[config.mk]
export PLATFORM = sky130hd
export DESIGN_NAME = rc6_biphase_pulse_encoder_top
export DESIGN_NICKNAME = d
export VERILOG_FILES = /design/src/sv/rc6enc_pkg.sv /design/src/sv/rc6_biphase_pulse_encoder_top.sv /design/src/sv/rc6enc_urom.sv /design/src/sv/rc6enc_seq.sv /design/src/sv/rc6enc_dp.sv
export SDC_FILE = /design/constraint.sdc
export NUM_CORES = 1
export LEC_CHECK = 0
export ABC_AREA = 1
export BUFFER_PORTS_ARGS = -buffer_cell sky130_fd_sc_hd__buf_4
export CAP_MARGIN = 30
export CORE_MARGIN = 10
export CORE_UTILIZATION = 55
export DETAILED_ROUTE_END_ITERATION = 16
export PLACE_DENSITY = 0.76
export SLEW_MARGIN = 5
export SYNTH_ARGS = -nofsm -noshare
export SYNTH_HDL_FRONTEND = slang
export SYNTH_SLANG_ARGS = --single-unit
[constraint.sdc]
create_clock -name clk -period 2.88 [get_ports clk]
set_clock_uncertainty 0.05 [all_clocks]
set_input_delay 0.576 -clock clk [delete_from_list [all_inputs] [get_ports clk]]
set_output_delay 0.576 -clock clk [all_outputs]
set_load 0.02 [all_outputs]
[src/sv/rc6enc_pkg.sv]
// rc6enc_pkg: shared types, codes and constants for the rc6 biphase pulse encoder
// holds payload structs, microcode control word layout and step addresses
// no dependencies
package rc6enc_pkg;

	// operation codes of an input word
	localparam logic [1:0] OP_START  = 2'd0;
	localparam logic [1:0] OP_PUSH   = 2'd1;
	localparam logic [1:0] OP_FINISH = 2'd2;

	// configuration register indexes
	localparam logic [1:0] REG_UNIT_TIME       = 2'd0;
	localparam logic [1:0] REG_LEAD_PULSE_TIME = 2'd1;
	localparam logic [1:0] REG_LEAD_SPACE_TIME = 2'd2;

	localparam logic [11:0] UNIT_TIME_RST       = 12'd444;
	localparam logic [13:0] LEAD_PULSE_TIME_RST = 14'd2666;
	localparam logic [13:0] LEAD_SPACE_TIME_RST = 14'd888;

	localparam int MAX_BITS_DEF = 16;
	localparam int CFG_W        = 14;
	localparam int CFG_IDX_W    = 2;

	typedef struct packed {
		logic [1:0]  operation;
		logic [15:0] word_bits;
		logic [4:0]  bit_count;
	} in_t;

	typedef struct packed {
		logic        level;
		logic [13:0] duration;
		logic        last;
	} out_t;

	// microcode field types
	typedef logic [4:0] step_t;
	typedef logic [2:0] lvl_sel_t;
	typedef logic [2:0] dur_sel_t;
	typedef logic [1:0] last_sel_t;
	typedef logic [1:0] hold_op_t;
	typedef logic [2:0] br_t;

	localparam lvl_sel_t LVL_ONE  = 3'd0;
	localparam lvl_sel_t LVL_ZERO = 3'd1;
	localparam lvl_sel_t LVL_BIT  = 3'd2;
	localparam lvl_sel_t LVL_NBIT = 3'd3;
	localparam lvl_sel_t LVL_HELD = 3'd4;

	localparam dur_sel_t DUR_LEAD_P   = 3'd0;
	localparam dur_sel_t DUR_LEAD_S   = 3'd1;
	localparam dur_sel_t DUR_UNIT     = 3'd2;
	localparam dur_sel_t DUR_TWO_UNIT = 3'd3;
	localparam dur_sel_t DUR_HELD     = 3'd4;
	localparam dur_sel_t DUR_HELD_U   = 3'd5;

	localparam last_sel_t LAST_NO       = 2'd0;
	localparam last_sel_t LAST_YES      = 2'd1;
	localparam last_sel_t LAST_ONE_LEFT = 2'd2;

	localparam hold_op_t HOLD_KEEP   = 2'd0;
	localparam hold_op_t HOLD_HEADER = 2'd1;
	localparam hold_op_t HOLD_BIT    = 2'd2;
	localparam hold_op_t HOLD_CLEAR  = 2'd3;

	localparam br_t BR_NEXT     = 3'd0;
	localparam br_t BR_ALWAYS   = 3'd1;
	localparam br_t BR_CNT_ZERO = 3'd2;
	localparam br_t BR_NOT_SAME = 3'd3;
	localparam br_t BR_NO_HOLD  = 3'd4;
	localparam br_t BR_DONE     = 3'd5;

	// program entry points and jump targets
	localparam step_t ST_START    = 5'd0;
	localparam step_t ST_PUSH     = 5'd10;
	localparam step_t ST_P_SPLIT  = 5'd13;
	localparam step_t ST_P_SECOND = 5'd15;
	localparam step_t ST_END      = 5'd16;
	localparam step_t ST_FINISH   = 5'd17;

	typedef struct packed {
		logic      emit;
		lvl_sel_t  lvl_sel;
		dur_sel_t  dur_sel;
		last_sel_t last_sel;
		hold_op_t  hold_op;
		logic      dec;
		br_t       br;
		step_t     target;
	} ctrl_t;

	// datapath flags seen by the sequencer
	typedef struct packed {
		logic slot_free;
		logic cnt_zero;
		logic same;
		logic no_hold;
		logic held_pulse;
		logic held_space;
	} stat_t;

endpackage

[src/sv/rc6_biphase_pulse_encoder_top.sv]
// rc6_biphase_pulse_encoder_top: rc6 mode-6 biphase encoder producing pulse/space words
// depends on rc6enc_pkg, rc6enc_urom, rc6enc_seq, rc6enc_dp
//
// Usage: an input word carries an operation. start sends the frame header (lead
// pulse and space, start bit, mode bits, double-width trailer) as ten output
// words and keeps the trailer's last pulse in a one-segment hold. push sends the
// low bit_count bits of word_bits, msb first, as biphase halves; a half of the
// same level as the hold merges into it. finish flushes the hold. The final
// output word of each input word has last set; words that cause nothing
// (bit count zero, empty hold, unused code) give no output.
// Timing: the block takes one input word at a time; in_ready is low until its
// program ends. A small microcode program runs one control word per cycle
// while the output register has room, so the step counter sets the rate.
// Start emits from its first step; finish first tests the hold, and push first
// tests the bit count and the held level. A stalled receiver holds the output
// register and the step counter waits on the emitting step; nothing is dropped.
// Reset clears the hold, the control state and the output valid, and loads the
// default times 444, 2666 and 888 us; config writes act at once, so make them
// only while idle.
module rc6_biphase_pulse_encoder_top #(
	parameter int MAX_BITS = rc6enc_pkg::MAX_BITS_DEF
) (
	input  logic                             clk,
	input  logic                             arst_n,
	input  logic                             in_valid,
	output logic                             in_ready,
	input  rc6enc_pkg::in_t                  in_data,
	output logic                             out_valid,
	input  logic                             out_ready,
	output rc6enc_pkg::out_t                 out_data,
	input  logic                             cfg_we,
	input  logic [rc6enc_pkg::CFG_IDX_W-1:0] cfg_index,
	input  logic [rc6enc_pkg::CFG_W-1:0]     cfg_data
);
	import rc6enc_pkg::*;

	step_t step;
	ctrl_t ctrl;
	stat_t stat;
	logic  take;
	logic  busy;
	logic  load;

	assign load = in_valid && in_ready;

	rc6enc_urom u_urom (
		.step (step),
		.ctrl (ctrl)
	);

	rc6enc_seq u_seq (
		.clk       (clk),
		.arst_n    (arst_n),
		.in_valid  (in_valid),
		.in_ready  (in_ready),
		.operation (in_data.operation),
		.ctrl      (ctrl),
		.stat      (stat),
		.step      (step),
		.take      (take),
		.busy      (busy)
	);

	rc6enc_dp #(
		.MAX_BITS (MAX_BITS)
	) u_dp (
		.clk       (clk),
		.arst_n    (arst_n),
		.cfg_we    (cfg_we),
		.cfg_index (cfg_index),
		.cfg_data  (cfg_data),
		.load      (load),
		.in_data   (in_data),
		.ctrl      (ctrl),
		.take      (take),
		.stat      (stat),
		.out_valid (out_valid),
		.out_ready (out_ready),
		.out_data  (out_data)
	);

	// an emitting step blocked by a full output register stays put
	a_stall_holds_step: assert property (@(posedge clk) disable iff (!arst_n)
		(busy && ctrl.emit && out_valid && !out_ready) |=> (busy && $stable(step)))
		else $error("step advanced while output stalled");

	a_accept_goes_busy: assert property (@(posedge clk) disable iff (!arst_n)
		(in_valid && in_ready) |=> !in_ready)
		else $error("sequencer not busy after accepting a word");

	a_hold_exclusive: assert property (@(posedge clk) disable iff (!arst_n)
		!(stat.held_pulse && stat.held_space))
		else $error("hold marked as pulse and space at once");

	a_out_from_program: assert property (@(posedge clk) disable iff (!arst_n)
		$rose(out_valid) |-> $past(busy))
		else $error("output word appeared with no program running");

endmodule

[src/sv/rc6enc_urom.sv]
// rc6enc_urom: microcode program of the rc6 encoder, one control word per step
// depends on rc6enc_pkg
module rc6enc_urom (
	input  rc6enc_pkg::step_t step,
	output rc6enc_pkg::ctrl_t ctrl
);
	import rc6enc_pkg::*;

	function automatic ctrl_t cw(logic e, lvl_sel_t l, dur_sel_t d, last_sel_t ls,
			hold_op_t h, logic dc, br_t b, step_t t);
		ctrl_t c;
		c.emit     = e;
		c.lvl_sel  = l;
		c.dur_sel  = d;
		c.last_sel = ls;
		c.hold_op  = h;
		c.dec      = dc;
		c.br       = b;
		c.target   = t;
		return c;
	endfunction

	always_comb begin
		case (step)
			// header: lead, start bit 1, mode 110, double-width trailer 0
			5'd0: ctrl = cw(1'b1, LVL_ONE, DUR_LEAD_P, LAST_NO, HOLD_KEEP, 1'b0, BR_NEXT, ST_END);
			5'd1: ctrl = cw(1'b1, LVL_ZERO, DUR_LEAD_S, LAST_NO, HOLD_KEEP, 1'b0, BR_NEXT, ST_END);
			5'd2: ctrl = cw(1'b1, LVL_ONE, DUR_UNIT, LAST_NO, HOLD_KEEP, 1'b0, BR_NEXT, ST_END);
			5'd3: ctrl = cw(1'b1, LVL_ZERO, DUR_UNIT, LAST_NO, HOLD_KEEP, 1'b0, BR_NEXT, ST_END);
			5'd4: ctrl = cw(1'b1, LVL_ONE, DUR_UNIT, LAST_NO, HOLD_KEEP, 1'b0, BR_NEXT, ST_END);
			5'd5: ctrl = cw(1'b1, LVL_ZERO, DUR_UNIT, LAST_NO, HOLD_KEEP, 1'b0, BR_NEXT, ST_END);
			5'd6: ctrl = cw(1'b1, LVL_ONE, DUR_UNIT, LAST_NO, HOLD_KEEP, 1'b0, BR_NEXT, ST_END);
			5'd7: ctrl = cw(1'b1, LVL_ZERO, DUR_TWO_UNIT, LAST_NO, HOLD_KEEP, 1'b0, BR_NEXT,
				ST_END);
			5'd8: ctrl = cw(1'b1, LVL_ONE, DUR_UNIT, LAST_NO, HOLD_KEEP, 1'b0, BR_NEXT, ST_END);
			5'd9: ctrl = cw(1'b1, LVL_ZERO, DUR_TWO_UNIT, LAST_YES, HOLD_HEADER, 1'b0, BR_DONE,
				ST_END);
			// push loop: one pass per bit
			5'd10: ctrl = cw(1'b0, LVL_BIT, DUR_UNIT, LAST_NO, HOLD_KEEP, 1'b0, BR_CNT_ZERO,
				ST_END);
			5'd11: ctrl = cw(1'b0, LVL_BIT, DUR_UNIT, LAST_NO, HOLD_KEEP, 1'b0, BR_NOT_SAME,
				ST_P_SPLIT);
			// first half merges with the held segment
			5'd12: ctrl = cw(1'b1, LVL_BIT, DUR_HELD_U, LAST_ONE_LEFT, HOLD_BIT, 1'b1, BR_ALWAYS,
				ST_PUSH);
			5'd13: ctrl = cw(1'b0, LVL_BIT, DUR_UNIT, LAST_NO, HOLD_KEEP, 1'b0, BR_NO_HOLD,
				ST_P_SECOND);
			// held segment has the other level: flush it first
			5'd14: ctrl = cw(1'b1, LVL_NBIT, DUR_HELD, LAST_NO, HOLD_KEEP, 1'b0, BR_NEXT, ST_END);
			5'd15: ctrl = cw(1'b1, LVL_BIT, DUR_UNIT, LAST_ONE_LEFT, HOLD_BIT, 1'b1, BR_ALWAYS,
				ST_PUSH);
			5'd16: ctrl = cw(1'b0, LVL_ZERO, DUR_UNIT, LAST_NO, HOLD_KEEP, 1'b0, BR_DONE, ST_END);
			// finish: flush the hold if there is one
			5'd17: ctrl = cw(1'b0, LVL_HELD, DUR_HELD, LAST_NO, HOLD_KEEP, 1'b0, BR_NO_HOLD,
				ST_END);
			5'd18: ctrl = cw(1'b1, LVL_HELD, DUR_HELD, LAST_YES, HOLD_CLEAR, 1'b0, BR_DONE, ST_END);
			default: ctrl = cw(1'b0, LVL_ZERO, DUR_UNIT, LAST_NO, HOLD_KEEP, 1'b0, BR_DONE, ST_END);
		endcase
	end

endmodule

[src/sv/rc6enc_seq.sv]
// rc6enc_seq: step counter with dispatch and conditional jumps
// depends on rc6enc_pkg; reads the control word from rc6enc_urom
module rc6enc_seq (
	input  logic              clk,
	input  logic              arst_n,
	input  logic              in_valid,
	output logic              in_ready,
	input  logic [1:0]        operation,
	input  rc6enc_pkg::ctrl_t ctrl,
	input  rc6enc_pkg::stat_t stat,
	output rc6enc_pkg::step_t step,
	output logic              take,
	output logic              busy
);
	import rc6enc_pkg::*;

	step_t step_q;
	logic  busy_q;
	step_t entry;
	logic  jump;

	always_comb begin
		case (operation)
			OP_START:  entry = ST_START;
			OP_PUSH:   entry = ST_PUSH;
			OP_FINISH: entry = ST_FINISH;
			default:   entry = ST_END;
		endcase
	end

	always_comb begin
		case (ctrl.br)
			BR_ALWAYS:   jump = 1'b1;
			BR_CNT_ZERO: jump = stat.cnt_zero;
			BR_NOT_SAME: jump = !stat.same;
			BR_NO_HOLD:  jump = stat.no_hold;
			default:     jump = 1'b0;
		endcase
	end

	// an emitting step waits for room in the output register
	assign take     = busy_q && (!ctrl.emit || stat.slot_free);
	assign in_ready = !busy_q;
	assign step     = step_q;
	assign busy     = busy_q;

	always_ff @(posedge clk or negedge arst_n) begin
		if (!arst_n) begin
			busy_q <= 1'b0;
			step_q <= ST_END;
		end else if (!busy_q) begin
			if (in_valid) begin
				busy_q <= 1'b1;
				step_q <= entry;
			end
		end else if (take) begin
			if (ctrl.br == BR_DONE) begin
				busy_q <= 1'b0;
			end else if (jump) begin
				step_q <= ctrl.target;
			end else begin
				step_q <= step_q + 5'd1;
			end
		end
	end

endmodule

[src/sv/rc6enc_dp.sv]
// rc6enc_dp: datapath of the rc6 encoder: config registers, bit counter,
// one-segment hold, duration select and output register; depends on rc6enc_pkg
module rc6enc_dp #(
	parameter int MAX_BITS = rc6enc_pkg::MAX_BITS_DEF
) (
	input  logic                               clk,
	input  logic                               arst_n,
	input  logic                               cfg_we,
	input  logic [rc6enc_pkg::CFG_IDX_W-1:0]   cfg_index,
	input  logic [rc6enc_pkg::CFG_W-1:0]       cfg_data,
	input  logic                               load,
	input  rc6enc_pkg::in_t                    in_data,
	input  rc6enc_pkg::ctrl_t                  ctrl,
	input  logic                               take,
	output rc6enc_pkg::stat_t                  stat,
	output logic                               out_valid,
	input  logic                               out_ready,
	output rc6enc_pkg::out_t                   out_data
);
	import rc6enc_pkg::*;

	localparam int CW = $clog2(MAX_BITS + 1);
	localparam int IW = (MAX_BITS > 1) ? $clog2(MAX_BITS) : 1;

	logic [11:0]         unit_q;
	logic [13:0]         lead_p_q;
	logic [13:0]         lead_s_q;
	logic [MAX_BITS-1:0] word_q;
	logic [CW-1:0]       cnt_q;
	logic [12:0]         held_time_q;
	logic                held_pulse_q;
	logic                held_space_q;
	logic                out_valid_q;
	out_t                out_q;

	logic [5:0]          bc_ext;
	logic [CW-1:0]       cnt_load;
	logic [IW-1:0]       bit_idx;
	logic                cur_bit;
	logic                lvl;
	logic [13:0]         dur;
	logic                last_flag;
	logic                slot_free;
	logic                fire;

	always_ff @(posedge clk or negedge arst_n) begin
		if (!arst_n) begin
			unit_q   <= UNIT_TIME_RST;
			lead_p_q <= LEAD_PULSE_TIME_RST;
			lead_s_q <= LEAD_SPACE_TIME_RST;
		end else if (cfg_we) begin
			case (cfg_index)
				REG_UNIT_TIME:       unit_q   <= cfg_data[11:0];
				REG_LEAD_PULSE_TIME: lead_p_q <= cfg_data;
				REG_LEAD_SPACE_TIME: lead_s_q <= cfg_data;
				default: ;
			endcase
		end
	end

	// bit count saturates at MAX_BITS
	assign bc_ext   = {1'b0, in_data.bit_count};
	assign cnt_load = (bc_ext > 6'(MAX_BITS)) ? CW'(MAX_BITS) : CW'(in_data.bit_count);

	assign bit_idx = IW'(cnt_q - 1'b1);
	assign cur_bit = (cnt_q != '0) ? word_q[bit_idx] : 1'b0;

	always_comb begin
		case (ctrl.lvl_sel)
			LVL_ONE:  lvl = 1'b1;
			LVL_BIT:  lvl = cur_bit;
			LVL_NBIT: lvl = !cur_bit;
			LVL_HELD: lvl = held_pulse_q;
			default:  lvl = 1'b0;
		endcase
	end

	always_comb begin
		case (ctrl.dur_sel)
			DUR_LEAD_P:   dur = lead_p_q;
			DUR_LEAD_S:   dur = lead_s_q;
			DUR_TWO_UNIT: dur = {1'b0, unit_q, 1'b0};
			DUR_HELD:     dur = {1'b0, held_time_q};
			DUR_HELD_U:   dur = {1'b0, held_time_q} + {2'b00, unit_q};
			default:      dur = {2'b00, unit_q};
		endcase
	end

	always_comb begin
		case (ctrl.last_sel)
			LAST_YES:      last_flag = 1'b1;
			LAST_ONE_LEFT: last_flag = (cnt_q == CW'(1));
			default:       last_flag = 1'b0;
		endcase
	end

	assign slot_free = !out_valid_q || out_ready;
	assign fire      = take && ctrl.emit;

	always_ff @(posedge clk) begin
		if (load) begin
			word_q <= MAX_BITS'(in_data.word_bits);
			cnt_q  <= cnt_load;
		end else if (take && ctrl.dec) begin
			cnt_q  <= cnt_q - 1'b1;
		end
	end

	always_ff @(posedge clk or negedge arst_n) begin
		if (!arst_n) begin
			held_time_q  <= '0;
			held_pulse_q <= 1'b0;
			held_space_q <= 1'b0;
		end else if (take) begin
			case (ctrl.hold_op)
				HOLD_HEADER: begin
					held_time_q  <= {unit_q, 1'b0};
					held_pulse_q <= 1'b1;
					held_space_q <= 1'b0;
				end
				// second half of the bit has the opposite level
				HOLD_BIT: begin
					held_time_q  <= {1'b0, unit_q};
					held_pulse_q <= !cur_bit;
					held_space_q <= cur_bit;
				end
				HOLD_CLEAR: begin
					held_time_q  <= '0;
					held_pulse_q <= 1'b0;
					held_space_q <= 1'b0;
				end
				default: ;
			endcase
		end
	end

	always_ff @(posedge clk or negedge arst_n) begin
		if (!arst_n) begin
			out_valid_q <= 1'b0;
		end else if (fire) begin
			out_valid_q <= 1'b1;
		end else if (out_ready) begin
			out_valid_q <= 1'b0;
		end
	end

	always_ff @(posedge clk) begin
		if (fire) begin
			out_q.level    <= lvl;
			out_q.duration <= dur;
			out_q.last     <= last_flag;
		end
	end

	assign out_valid = out_valid_q;
	assign out_data  = out_q;

	assign stat.slot_free  = slot_free;
	assign stat.cnt_zero   = (cnt_q == '0);
	assign stat.same       = cur_bit ? held_pulse_q : held_space_q;
	assign stat.no_hold    = !held_pulse_q && !held_space_q;
	assign stat.held_pulse = held_pulse_q;
	assign stat.held_space = held_space_q;

endmodule
## Word level (Yosys, flattened, before mapping)

Memory sizes are Yosys's and may differ from the RTL's.
Cells that the tools add are included.

- Bits in latches: 0
- Bits in writable memories: 0
- ROM bits: 640
- Output and inout bits: 18
- Input bits: 44
- Word-level logic and storage cells: 102
- Flip-flop bits (word level): 99
- Memories: 1

- Shift operators: 0
- Equal/unequal tests: 24
- Div/mod/pow operators: 0
- Magnitude comparators: 2
- Multipliers: 0
- Reductions and logical operators: 32
- Mux-type cells: 26
- Bitwise gates (word level): 0
- Add/sub/neg operators: 3

Memory list:

| memory | words | width | read ports | clocked after Yosys merged registers in | wr ports | RTL line | source |
|---|---|---|---|---|---|---|---|
| (no name shown) | 32 | 20 | 1 | 0 | 0 | rc6enc_urom.sv:24 | `case (step)` |

Operators with widths:

| operator | count |
|---|---|
| $pmux 14 s5 | 1 |
| $mux 5 | 8 |
| $pmux 13 s3 | 1 |
| $eq 3x2->1 const B | 5 |
| $eq 3x3->1 const B | 5 |
| $pmux 5 s3 | 1 |
| $add 13x12->14 | 1 |
| $eq 2x2->1 const B | 5 |
| $reduce_and 2->1 | 5 |
| $mux 1 | 9 |
| $eq 2x1->1 const B | 4 |
| $pmux 1 s4 | 2 |
| $reduce_bool 2->1 | 4 |
| $logic_not 1->1 | 7 |
| $eq 3x1->1 const B | 2 |
| $logic_not 3->1 | 2 |
| $add 5x1->5 const B | 1 |
| $eq 5x1->1 const B | 1 |
| $gt 5x5->1 const B | 1 |
| $logic_and 1x1->1 | 5 |
| $logic_not 5->1 | 1 |
| $lt 4x5->1 const B | 1 |
| $reduce_bool 5->1 | 1 |
| $sub 5x1->5 const B | 1 |
| other kinds (10) | 13 |

## Depth between registers and ports, before layout

Gate-level depths: netlist (run 1).

- Depth in word-level cells: 11
- Gate-level depth with buffers: 18
- Depth with buffers taken out: 16

## By module

Synthesis (run 1) repeated with hierarchy kept, for this count alone.

- Cells, all modules: 739
- Area total of the unflattened synthesis: 5925.7 um2

By module, submodules not included:

| module | sequential area each (um2) | area an instance (um2) | instances | cells each |
|---|---|---|---|---|
| rc6enc_dp | 2534.9 | 4978.5 | 1 | 589 |
| rc6enc_seq | 151.4 | 581.8 | 1 | 84 |
| rc6enc_urom | 0.0 | 357.8 | 1 | 64 |
| rc6_biphase_pulse_encoder_top | 0.0 | 7.5 | 1 | 2 |

## Least setup slack after synthesis (run 1)

No wires, ideal clock.

- Kind: register -> register
- From: register u_seq.step_q[0], in the netlist u_seq.step[0]
- To: register u_dp.out_q (netlist bit u_dp.out_data[9]) (data pin)
- Data arrival time: 1.889 ns
- Path buffers: 0
- Required time: 2.570 ns
- Period minus slack after synthesis: 2.199 ns
- Path slack: 0.681 ns
- Setup time: 0.260 ns
- Stages on the path, launching flop included: 14
- Cell sequence: dfrtp_1 -> inv_1 -> ha_1 -> nand2_1 -> nor2_2 -> nor2_2 -> inv_2 -> nand2_2 -> inv_2 -> nand2_4 -> inv_2 -> a32o_1 -> nor2_1 -> nand3_1

- Cells in the longest elaborated chain, start to end: 3
- Elaborated cells between the ends (all ways): 7
- Those cells by class: 4 x eq/ne; 1 x mux; 1 x reduce/logical; 1 x memory

RTL lines:

| what | RTL line | source |
|---|---|---|
| start, declared | rc6enc_seq.sv:17 | `step_t step_q;` |
| start signal, assigned | rc6enc_seq.sv:54 | `step_q <= entry;` |
| start signal, assigned | rc6enc_seq.sv:60 | `step_q <= ctrl.target;` |
| start signal, assigned | rc6enc_seq.sv:62 | `step_q <= step_q + 5'd1;` |
| $mem_v2 32x20 * | n/a |  |
| $eq 3x3->1 (tied with other cells) | rc6enc_dp.sv:79 | `case (ctrl.dur_sel)` |
| $pmux 14 s5 * | rc6enc_dp.sv:79 |  |
| net u_dp.dur[8] | rc6enc_dp.sv:41 | `logic [13:0] dur;` |
| end, declared | rc6enc_dp.sv:34 | `out_t out_q;` |

The timed path passes the listed nets; every way through them passes the cells marked *.
A chain may end at the register's enable or synchronous reset.

## Worst setup path in the final report (run 1)

- From: register u_seq.step_q[0], in the netlist u_seq.step[0]
- To: register u_dp.out_q (netlist bit u_dp.out_data[2]) (data pin)

The elaborated chain is that of the path after synthesis.

==> impl_metrics.tcl, run 1 <==
set metrics [dict create \
    slew_headroom_pct 45.2 \
    detailed_place_hpwl_um 10700 \
    cts_tree "yes" \
    grt_use_total_pct 20.3 \
    comb_power_share_pct 47.6 \
    start_kind "register" \
    syn2layout_area_growth_pct 14.4 \
    criticalPathCategory "register to register" \
    cts_inserted_buffers 9 \
    syn-mean-instance-area_um2 8.44 \
    vias_per_cell 5.53 \
    overflow 0 \
    stdcell_area_um2 6450 \
    p_leak_uw 0.00300 \
    final_core_util_pct 65.4 \
    synthCells 668 \
    power.switching_uw 2950 \
    die_area_um2 14700 \
    std_cell_rows 36 \
    post-route-drc-count 0 \
    total_power_uw 6670 \
    wire_per_inst_um 16.7 \
    dr.pass1.iters 5 \
    cts_sinks 99 \
    cts_root_buffer "clkbuf_8" \
    clkSlewWorstSetupHoldPaths_ps 100 \
    layout-drive-gt1-share_pct 21.7 \
    holdCritPathClass "input port to async pin" \
    setup_tns_ps 0 \
    worst_pin_slew_ps 820 \
    post-place-ws_ps 293 \
    grt_max_degree 63 \
    synth.distinct_cells 52 \
    slew_viol_final 0 \
    antenna_found_initial 0 \
    synth_seq_cells 99 \
    die_h_um 121 \
    fin_crit_ps 2650 \
    rsz0062_at_grt "no" \
    initial_core_util_pct 57.2 \
    end_kind "register" \
    insertion_delay_ps 390 \
    powerDensity_nw_per_um2 1030 \
    first_iter_violations 442 \
    p_seq_share_pct 35.5 \
    final_cell_mix "nand2_1 (185), buf_4 (66), inv_1 (60)" \
    cts_max_path_buffers 2 \
    maxCapViolCount 0 \
    crit_required_ps 2960 \
    max_freq_ghz 0.377 \
    grt_pass1_vias 4575 \
    wirelength_um 14500 \
    outcome "complete, no violations" \
    syn_area_um2 5640 \
    die_w_um 121 \
    synth_flop_cell "dfrtp_1" \
    place.gp.congestion 0.949 \
    yosys_warnings 0 \
    swShare_pct 44.3 \
    peakVddDrop_v 0.000547 \
    cts.htree.levels 3 \
    hold_viol_final 0 \
    dpl_cell_area_um2 6190 \
    power.internal_uw 3720 \
    ios 62 \
    mostFrequentLayoutCell "nand2_1" \
    num_vias 4787 \
    ys_seq_area_share_pct 47.6 \
    ant_nets 0 \
    arrival_ps 2730 \
    cp_max_fo 14 \
    final_nets 794 \
    port_buffers 61 \
    num-fill-cells 841 \
    clockPowerShare_pct 16.9 \
    synth-edff-count 37 \
    final.setup.worst_slack_ps 227 \
    diodes 0 \
    coreArea_um2 9860 \
    min_period_over_period_pct 92.1 \
    async_reset_ff_share_pct 62.6 \
    grt_pass1_wl_um 23600 \
    final-setup-viol-count 0 \
    synth_fp_nets 735 \
]
## power by group through the flow
stage                     Sequential, uW  Combinational (uW)  Clock, uW
final                               2370                3170       1130
after global placement              2380                3100          0
after detailed placement            2390                3140          0
after floorplan                     2390                2220          0
after CTS                           2360                3160       1150
after global routing                2410                3550       1200
## per-stage QoR
stage / std cells / hold slack (ps)
floorplan: 668 / 230
global placement: 849 / 420
detailed placement: 849 / 426
CTS: 865 / 238
global route: 865 / 249
finish: 865 / 196
## worst max-delay path, stage by stage, from the launching register on
cell	delay, ps
dfrtp_1	510
inv_1	160
ha_1	360
nand2_1	90
nor2_2	40
nor2_2	170
nor2_2	90
nand3_1	150
clkinvlp_4	260
nand2_1	110
o21ai_1	70
a21oi_1	200
a22oi_1	120
## path summary, 6_finish.rpt
path	slack, ps	cells past startpoint	endpoint	from
min reg2reg	450	2	u_dp.lead_p_q[8]$_DFFE_PN0P_	u_dp.lead_p_q[8]$_DFFE_PN0P_
max in group asynchronous	2030	1	u_dp.lead_p_q[4]$_DFFE_PN0P_	arst_n
min	200	1	u_seq.step[2]$_DFFE_PN0P_	arst_n
max	230	12	u_dp.out_data[2]$_DFFE_PP_	u_seq.step[0]$_DFFE_PN0P_
min in group clk	300	1	u_dp.word_q[0]$_DFFE_PP_	in_data[5]
max reg2reg	230	12	u_dp.out_data[2]$_DFFE_PP_	u_seq.step[0]$_DFFE_PN0P_
## logic make-up (layout without fill, tap and decap cells)
family,count (synthesis),count (layout),synth area share (%)
flip-flops,99,99,47.6
AND/OR/NAND/NOR,307,307,24.0
buffers and inverters,95,159,7.17
adder cells (fa/ha/maj),23,23,5.24
AO/OA/AOI/OAI,139,139,15.2
XOR/XNOR,5,5,0.776
## timing repair
item | in CTS | in global routing
setup endpoints to repair | 0 | 1
buffers inserted | 0 | 0
hold endpoints to repair | 0 | 0
hold buffers | 0 | 0
resized for setup | 0 | 1
## registers in the layout (all words and copies together) (netlist names)
register / flops
u_dp.out_data: 16
u_dp.word_q: 16
u_dp.lead_p_q: 14
u_dp.lead_s_q: 14
u_dp.held_time_q: 13
u_dp.unit_q: 12
u_dp.cnt_q: 5
u_seq.step: 5
u_dp.held_pulse_q: 1
u_dp.held_space_q: 1
u_dp.out_valid: 1
u_seq.busy: 1
## cell type report
class	count	area, um2	share of cell area [%]
clock buffers	9	124	1.92
clock inverters	7	130	2.02
inverters	77	298	4.62
multi-input cells	474	2550	39.5
flip-flops and latches	99	2690	41.6
well taps	133	166	2.58
repair buffers	66	495	7.68
## synthesized netlist by cell type, types with 2 or more instances
cell type,n,area [um2]
o2111ai_1,2,17.5
edfxtp_1,37,1110
a22oi_1,3,22.5
o22ai_1,13,81.3
ha_1,22,275
buf_4,4,30.0
dfrtp_1,43,1080
nand3_1,40,200
nand3b_1,2,15.0
nor2_1,40,150
a21oi_1,29,145
nand2_2,10,62.6
dfstp_2,19,499
o21ai_0,57,285
inv_2,14,52.6
a221oi_2,2,30.0
inv_4,2,12.5
buf_6,3,33.8
inv_1,61,229
o211ai_1,3,22.5
clkbuf_1,7,26.3
nand4_1,7,43.8
nor2_4,2,22.5
or2_2,3,18.8
nor2_2,9,56.3
nand2_4,3,33.8
xor2_1,5,43.8
nand3_2,4,40.0
buf_2,4,20.0
a221oi_1,2,17.5
o21ai_1,9,45.0
a31oi_1,2,12.5
nand2_1,185,694
o21ai_2,2,17.5
## layer usage
metal  routed length (um)  up-vias  GRT usage (%)
li1                     -     2356              -
met1                 6810     2235           28.5
met2                 6320      178           29.7
met3                 1160       18           6.00
met4                  175        0           5.59
met5                    0        -              0
Note: power is estimated with default switching activity, not from simulation.
==> inputs of run 2 (changes only) <==
==> constraint.sdc (replaced) <==
create_clock -name clk -period 2.6 [get_ports clk]
set_clock_uncertainty 0.05 [all_clocks]
set_input_delay 0.52 -clock clk [delete_from_list [all_inputs] [get_ports clk]]
set_output_delay 0.52 -clock clk [all_outputs]
set_load 0.02 [all_outputs]
==> impl_metrics.tcl, run 2 (synthesis gave the netlist of run 1 again) <==
set metrics [dict create \
    outcome "complete, no violations" \
    cts_root_buffer "clkbuf_8" \
    cts_setup_buffers 0 \
    critical_path.max_stage_delay_ps 430 \
    std_cell_rows 36 \
    overflow 0 \
    cpMostUsedCell "inv_2" \
    insertion_delay_ps 390 \
    crit_required_ps 2680 \
    holdCritPathClass "input port to async pin" \
    place.gp.congestion 0.918 \
    final_cell_mix "nand2_1 (185), buf_4 (73), inv_1 (61)" \
    slowest_stage "dfrtp_1" \
    detailed_place_hpwl_um 11000 \
    regArea_um2 2690 \
    p_leak_uw 0.00300 \
    syn2layout_area_growth_pct 14.0 \
    final-setup-viol-count 0 \
    grt_pass1_vias 4622 \
    die_h_um 121 \
    cts_tree "yes" \
    die_area_um2 14700 \
    comb_power_share_pct 50.6 \
    met1_length_um 6940 \
    wirelength_um 14800 \
    coreArea_um2 9860 \
    ios 62 \
    r2r-start "u_seq.step[0]$_DFFE_PN0P_" \
    maxCapViolCount 0 \
    port_buffers 61 \
    end_kind "register" \
    antenna_found_initial 0 \
    die_w_um 121 \
    path_cells "inv_1, ha_1, nand2_1, nor2_2, nor2_2, inv_2, nand2_2, inv_2, nand2_4, inv_2, o21ai_0, a21oi_1, a21oi_1, nand4_1" \
    dr.pass1.iters 4 \
    cp_max_fo 8 \
    final_cells 872 \
    slew_viol_final 0 \
    wl_met3_um 1320 \
    diodes 0 \
    p_seq_share_pct 36.2 \
    rsz0062_at_grt "no" \
    swShare_pct 45.8 \
    wire_per_inst_um 17.0 \
    powerDensity_nw_per_um2 1110 \
    max_freq_ghz 0.420 \
    cts_inserted_buffers 9 \
    grt_max_degree 63 \
    first_iter_violations 464 \
    initial_core_util_pct 57.2 \
    hold_viol_final 0 \
    num-fill-cells 832 \
    startpoint "u_seq.step[0]$_DFFE_PN0P_" \
    cts_sinks 99 \
    grt_use_total_pct 21.0 \
    holdWs_ps 154 \
    cts_max_path_buffers 2 \
    multi_input_area_um2 2550 \
    layout-drive-gt1-share_pct 22.3 \
    grt_pass1_wl_um 24500 \
    post-route-drc-count 0 \
    arrival_ps 2460 \
    power.internal_uw 3880 \
    clockPowerShare_pct 13.2 \
    top_layer "met4" \
    cts.htree.levels 3 \
    clkSlewWorstSetupHoldPaths_ps 100 \
    start_kind "register" \
    dp_cells 856 \
    mostFrequentLayoutCell "nand2_1" \
    min_period_over_period_pct 91.5 \
    setup_tns_ps 0 \
    criticalPathCategory "register to register" \
    power.switching_uw 3280 \
    wl_met2_um 6420 \
    num_vias 4848 \
    vias_per_cell 5.56 \
    peakVddDrop_v 0.000580 \
    worst_pin_slew_ps 814 \
    final_nets 801 \
    ant_nets 0 \
    fin_crit_ps 2380 \
    slew_headroom_pct 45.7 \
]
==> run 2: cell count changes in the layout (fill, tap and decap cells not counted), moves of 2 or more <==
cell,change
buf_4,+7
clkinvlp_2,+2
inv_6,+2
bufinv_16,-3
==> run 2: critical path, delay by kind of cell, from the launching register on <==
family / cells / cell delay (ps)
adder cells (fa/ha/maj): 1 / 330
AND/OR/NAND/NOR: 6 / 660
AO/OA/AOI/OAI: 3 / 330
flip-flops: 1 / 430
buffers and inverters: 4 / 320
==> run 2: routing by layer <==
metal	vias up	global-route usage [%]
met3	12	6.10
met2	182	29.7
met5	-	0
met1	2284	30.5
met4	0	5.59
li1	2370	-
==> run 2: area by class of cell <==
cell class / count / share of cell area, %
Multi-Input combinational cell: 474 / 39.7
Sequential cell: 99 / 41.8
Clock inverter: 7 / 0.876
Clock buffer: 9 / 1.93
Timing Repair Buffer: 73 / 8.52
Inverter: 77 / 4.57
Tap cell: 133 / 2.59
==> run 2: power by group through the flow <==
| stage | clock, uW | combinational, uW | sequential (uW) |
|---|---|---|---|
| 3_5_place_dp | 0 | 3570 | 2610 |
| 5_1_grt | 1040 | 4050 | 2640 |
| 3_3_place_gp | 0 | 3540 | 2600 |
| 6_report | 946 | 3630 | 2590 |
| 2_1_floorplan | 0 | 2460 | 2650 |
| 4_1_cts | 970 | 3590 | 2590 |
==> run 2: worst paths after layout <==
| kind | to | slack (ps) | cells past startpoint |
|---|---|---|---|
| hold / removal | u_seq.step[0]$_DFFE_PN0P_ | 150 | 1 |
| setup / recovery | u_dp.out_data[3]$_DFFE_PP_ | 220 | 14 |
| min in group clk | u_dp.word_q[0]$_DFFE_PP_ | 250 | 1 |
| max in group asynchronous | u_dp.held_time_q[3]$_DFFE_PN0P_ | 1800 | 1 |
| hold reg to reg | u_dp.lead_p_q[0]$_DFFE_PN0P_ | 450 | 2 |
| setup reg to reg | u_dp.out_data[3]$_DFFE_PP_ | 220 | 14 |
==> run 2: stage by stage <==
stage | total power (uW) | worst slack (ps) | util [%] | cell area [um2]
final | 7170 | 222 | 65.2 | 6430
after global placement | 6150 | 275 | 63.3 | 6240
after CTS | 7150 | 249 | 65.1 | 6420
after global routing | 7740 | 15.5 | 65.2 | 6430
after floorplan | 5110 | 401 | - | 5640
after detailed placement | 6190 | 266 | 63.3 | 6240
==> run 2: timing repair <==
item,4_1_cts,5_1_grt
hold buffers,0,0
hold endpoints to repair,0,0
endpoints found under the setup margin,0,1
resized for setup,0,1
==> inputs of run 3 (changes only) <==
--- a/config.mk
+++ b/config.mk
@@ -12,6 +12,7 @@
 export CORE_UTILIZATION = 55
 export DETAILED_ROUTE_END_ITERATION = 16
 export PLACE_DENSITY = 0.76
+export REMOVE_ABC_BUFFERS = 1
 export SLEW_MARGIN = 5
 export SYNTH_ARGS = -nofsm -noshare
 export SYNTH_HDL_FRONTEND = slang
==> impl_metrics.tcl, run 3 (synthesis gave the netlist of run 1 again) <==
set metrics [dict create \
    outcome "complete, no violations" \
    rsz0062_at_grt "no" \
    cts_setup_buffers 0 \
    final-setup-viol-count 0 \
    p_leak_uw 0.00299 \
    cts_inserted_buffers 9 \
    grt_pass1_wl_um 24200 \
    final_nets 800 \
    crit_required_ps 2700 \
    wirelength_um 14600 \
    grt_pass1_vias 4864 \
    grt_use_total_pct 20.5 \
    rrSetupSlack_ps 150 \
    first_iter_violations 409 \
    antenna_found_initial 0 \
    slew_viol_final 0 \
    dr.pass1.iters 5 \
    ios 62 \
    end_kind "register" \
    grt_max_degree 63 \
    criticalPathCategory "register to register" \
    use_met1_pct 28.8 \
    wire_per_inst_um 16.8 \
    num_vias 4841 \
    reg2reg_to "u_dp.out_data[9]$_DFFE_PP_" \
    overflow 0 \
    cts.htree.levels 3 \
    worst_pin_slew_ps 844 \
    syn2layout_area_growth_pct 13.7 \
    rr_worst_depth 10 \
    cts_resized 0 \
    peakVddDrop_v 0.000536 \
    die_h_um 121 \
    insertion_delay_ps 390 \
    cts_tree "yes" \
    die_area_um2 14700 \
    cts_sinks 99 \
    busiest_layer "met2" \
    place.gp.congestion 0.980 \
    holdWs_ps 154 \
    cts_root_buffer "clkbuf_8" \
    r2r-start "u_dp.held_time_q[0]$_DFFE_PN0P_" \
    min_period_over_period_pct 94.1 \
    post-route-drc-count 0 \
    cp-endpoint "u_dp.out_data[9]$_DFFE_PP_" \
    initial_core_util_pct 57.2 \
    arrival_ps 2540 \
    mostFrequentLayoutCell "nand2_1" \
    max_freq_ghz 0.409 \
    cts_max_path_buffers 2 \
    layout-drive-gt1-share_pct 22.2 \
    detailed_place_hpwl_um 11000 \
    cp_max_fo 4 \
    port_buffers 61 \
    start_kind "register" \
    vias_per_cell 5.56 \
    gr-usage-met3_pct 5.63 \
    holdCritPathClass "input port to async pin" \
    startpoint "u_dp.held_time_q[0]$_DFFE_PN0P_" \
    slew_headroom_pct 43.6 \
    clkSlewWorstSetupHoldPaths_ps 100 \
    coreArea_um2 9860 \
    hold_viol_final 0 \
    fin_crit_ps 2450 \
    setup_tns_ps 0 \
    std_cell_rows 36 \
    diodes 0 \
    powerDensity_nw_per_um2 1110 \
    die_w_um 121 \
    gr-usage-met2_pct 30.2 \
    final_cell_mix "nand2_1 (185), buf_4 (72), inv_1 (60)" \
    ant_nets 0 \
    maxCapViolCount 0 \
    ctsHoldBuffers 0 \
]
==> run 3: worst min-delay path by stage <==
stage,cells past startpoint,to,slack [ps]
global route,1,u_seq.step[1]$_DFFE_PN0P_,210
global placement,2,u_dp.lead_p_q[0]$_DFFE_PN0P_,420
finish,1,u_seq.step[1]$_DFFE_PN0P_,150
floorplan,0,u_dp.held_pulse_q$_DFFE_PN0P_,170
CTS,1,u_seq.step[1]$_DFFE_PN0P_,180
detailed placement,2,u_dp.lead_p_q[12]$_DFFE_PN0P_,430
==> run 3: critical path, cell delays in order, from the launching register on <==
cell and delay (ps):
dfrtp_1 410, ha_1 290, fa_1 440, nand3_1 100, nand2_1 80, nand2_1 70, nand2_1 90, or2_2 290
a32o_1 230, nor2_1 80, nand3_1 70
==> run 3: metal layers <==
metal,vias up,part of all wire [%]
met4,0,1.6
met2,175,44
met1,2282,47
met5,-,0
met3,19,7.8
li1,2365,-
==> run 3: layout make-up <==
cell class              instances  area (um2)
inverters                      77         294
well taps                     133         166
flip-flops and latches         99        2690
clock inverters                 6        47.5
fillers                       875        3450
repair buffers                 72         541
multi-input cells             474        2550
clock buffers                  10         128
==> run 3: report_power, final <==
group,total [uW],switching (uW),internal (uW)
sequential,2600,356,2250
clock,922,564,358
combinational,3610,2350,1260
total,7130,3270,3860
==> run 3: metrics by stage <==
step                cell area (um2)  util, %  instances  setup slack (ps)  power (uW)
finish                         6410     65.0        871               155        7130
global route                   6410     65.0        871              21.7        7690
CTS                            6410     65.0        871               143        7110
detailed placement             6240     63.2        855               159        6180
global placement               6240     63.2        855               202        6120
floorplan                      5530        -        650               308        5020
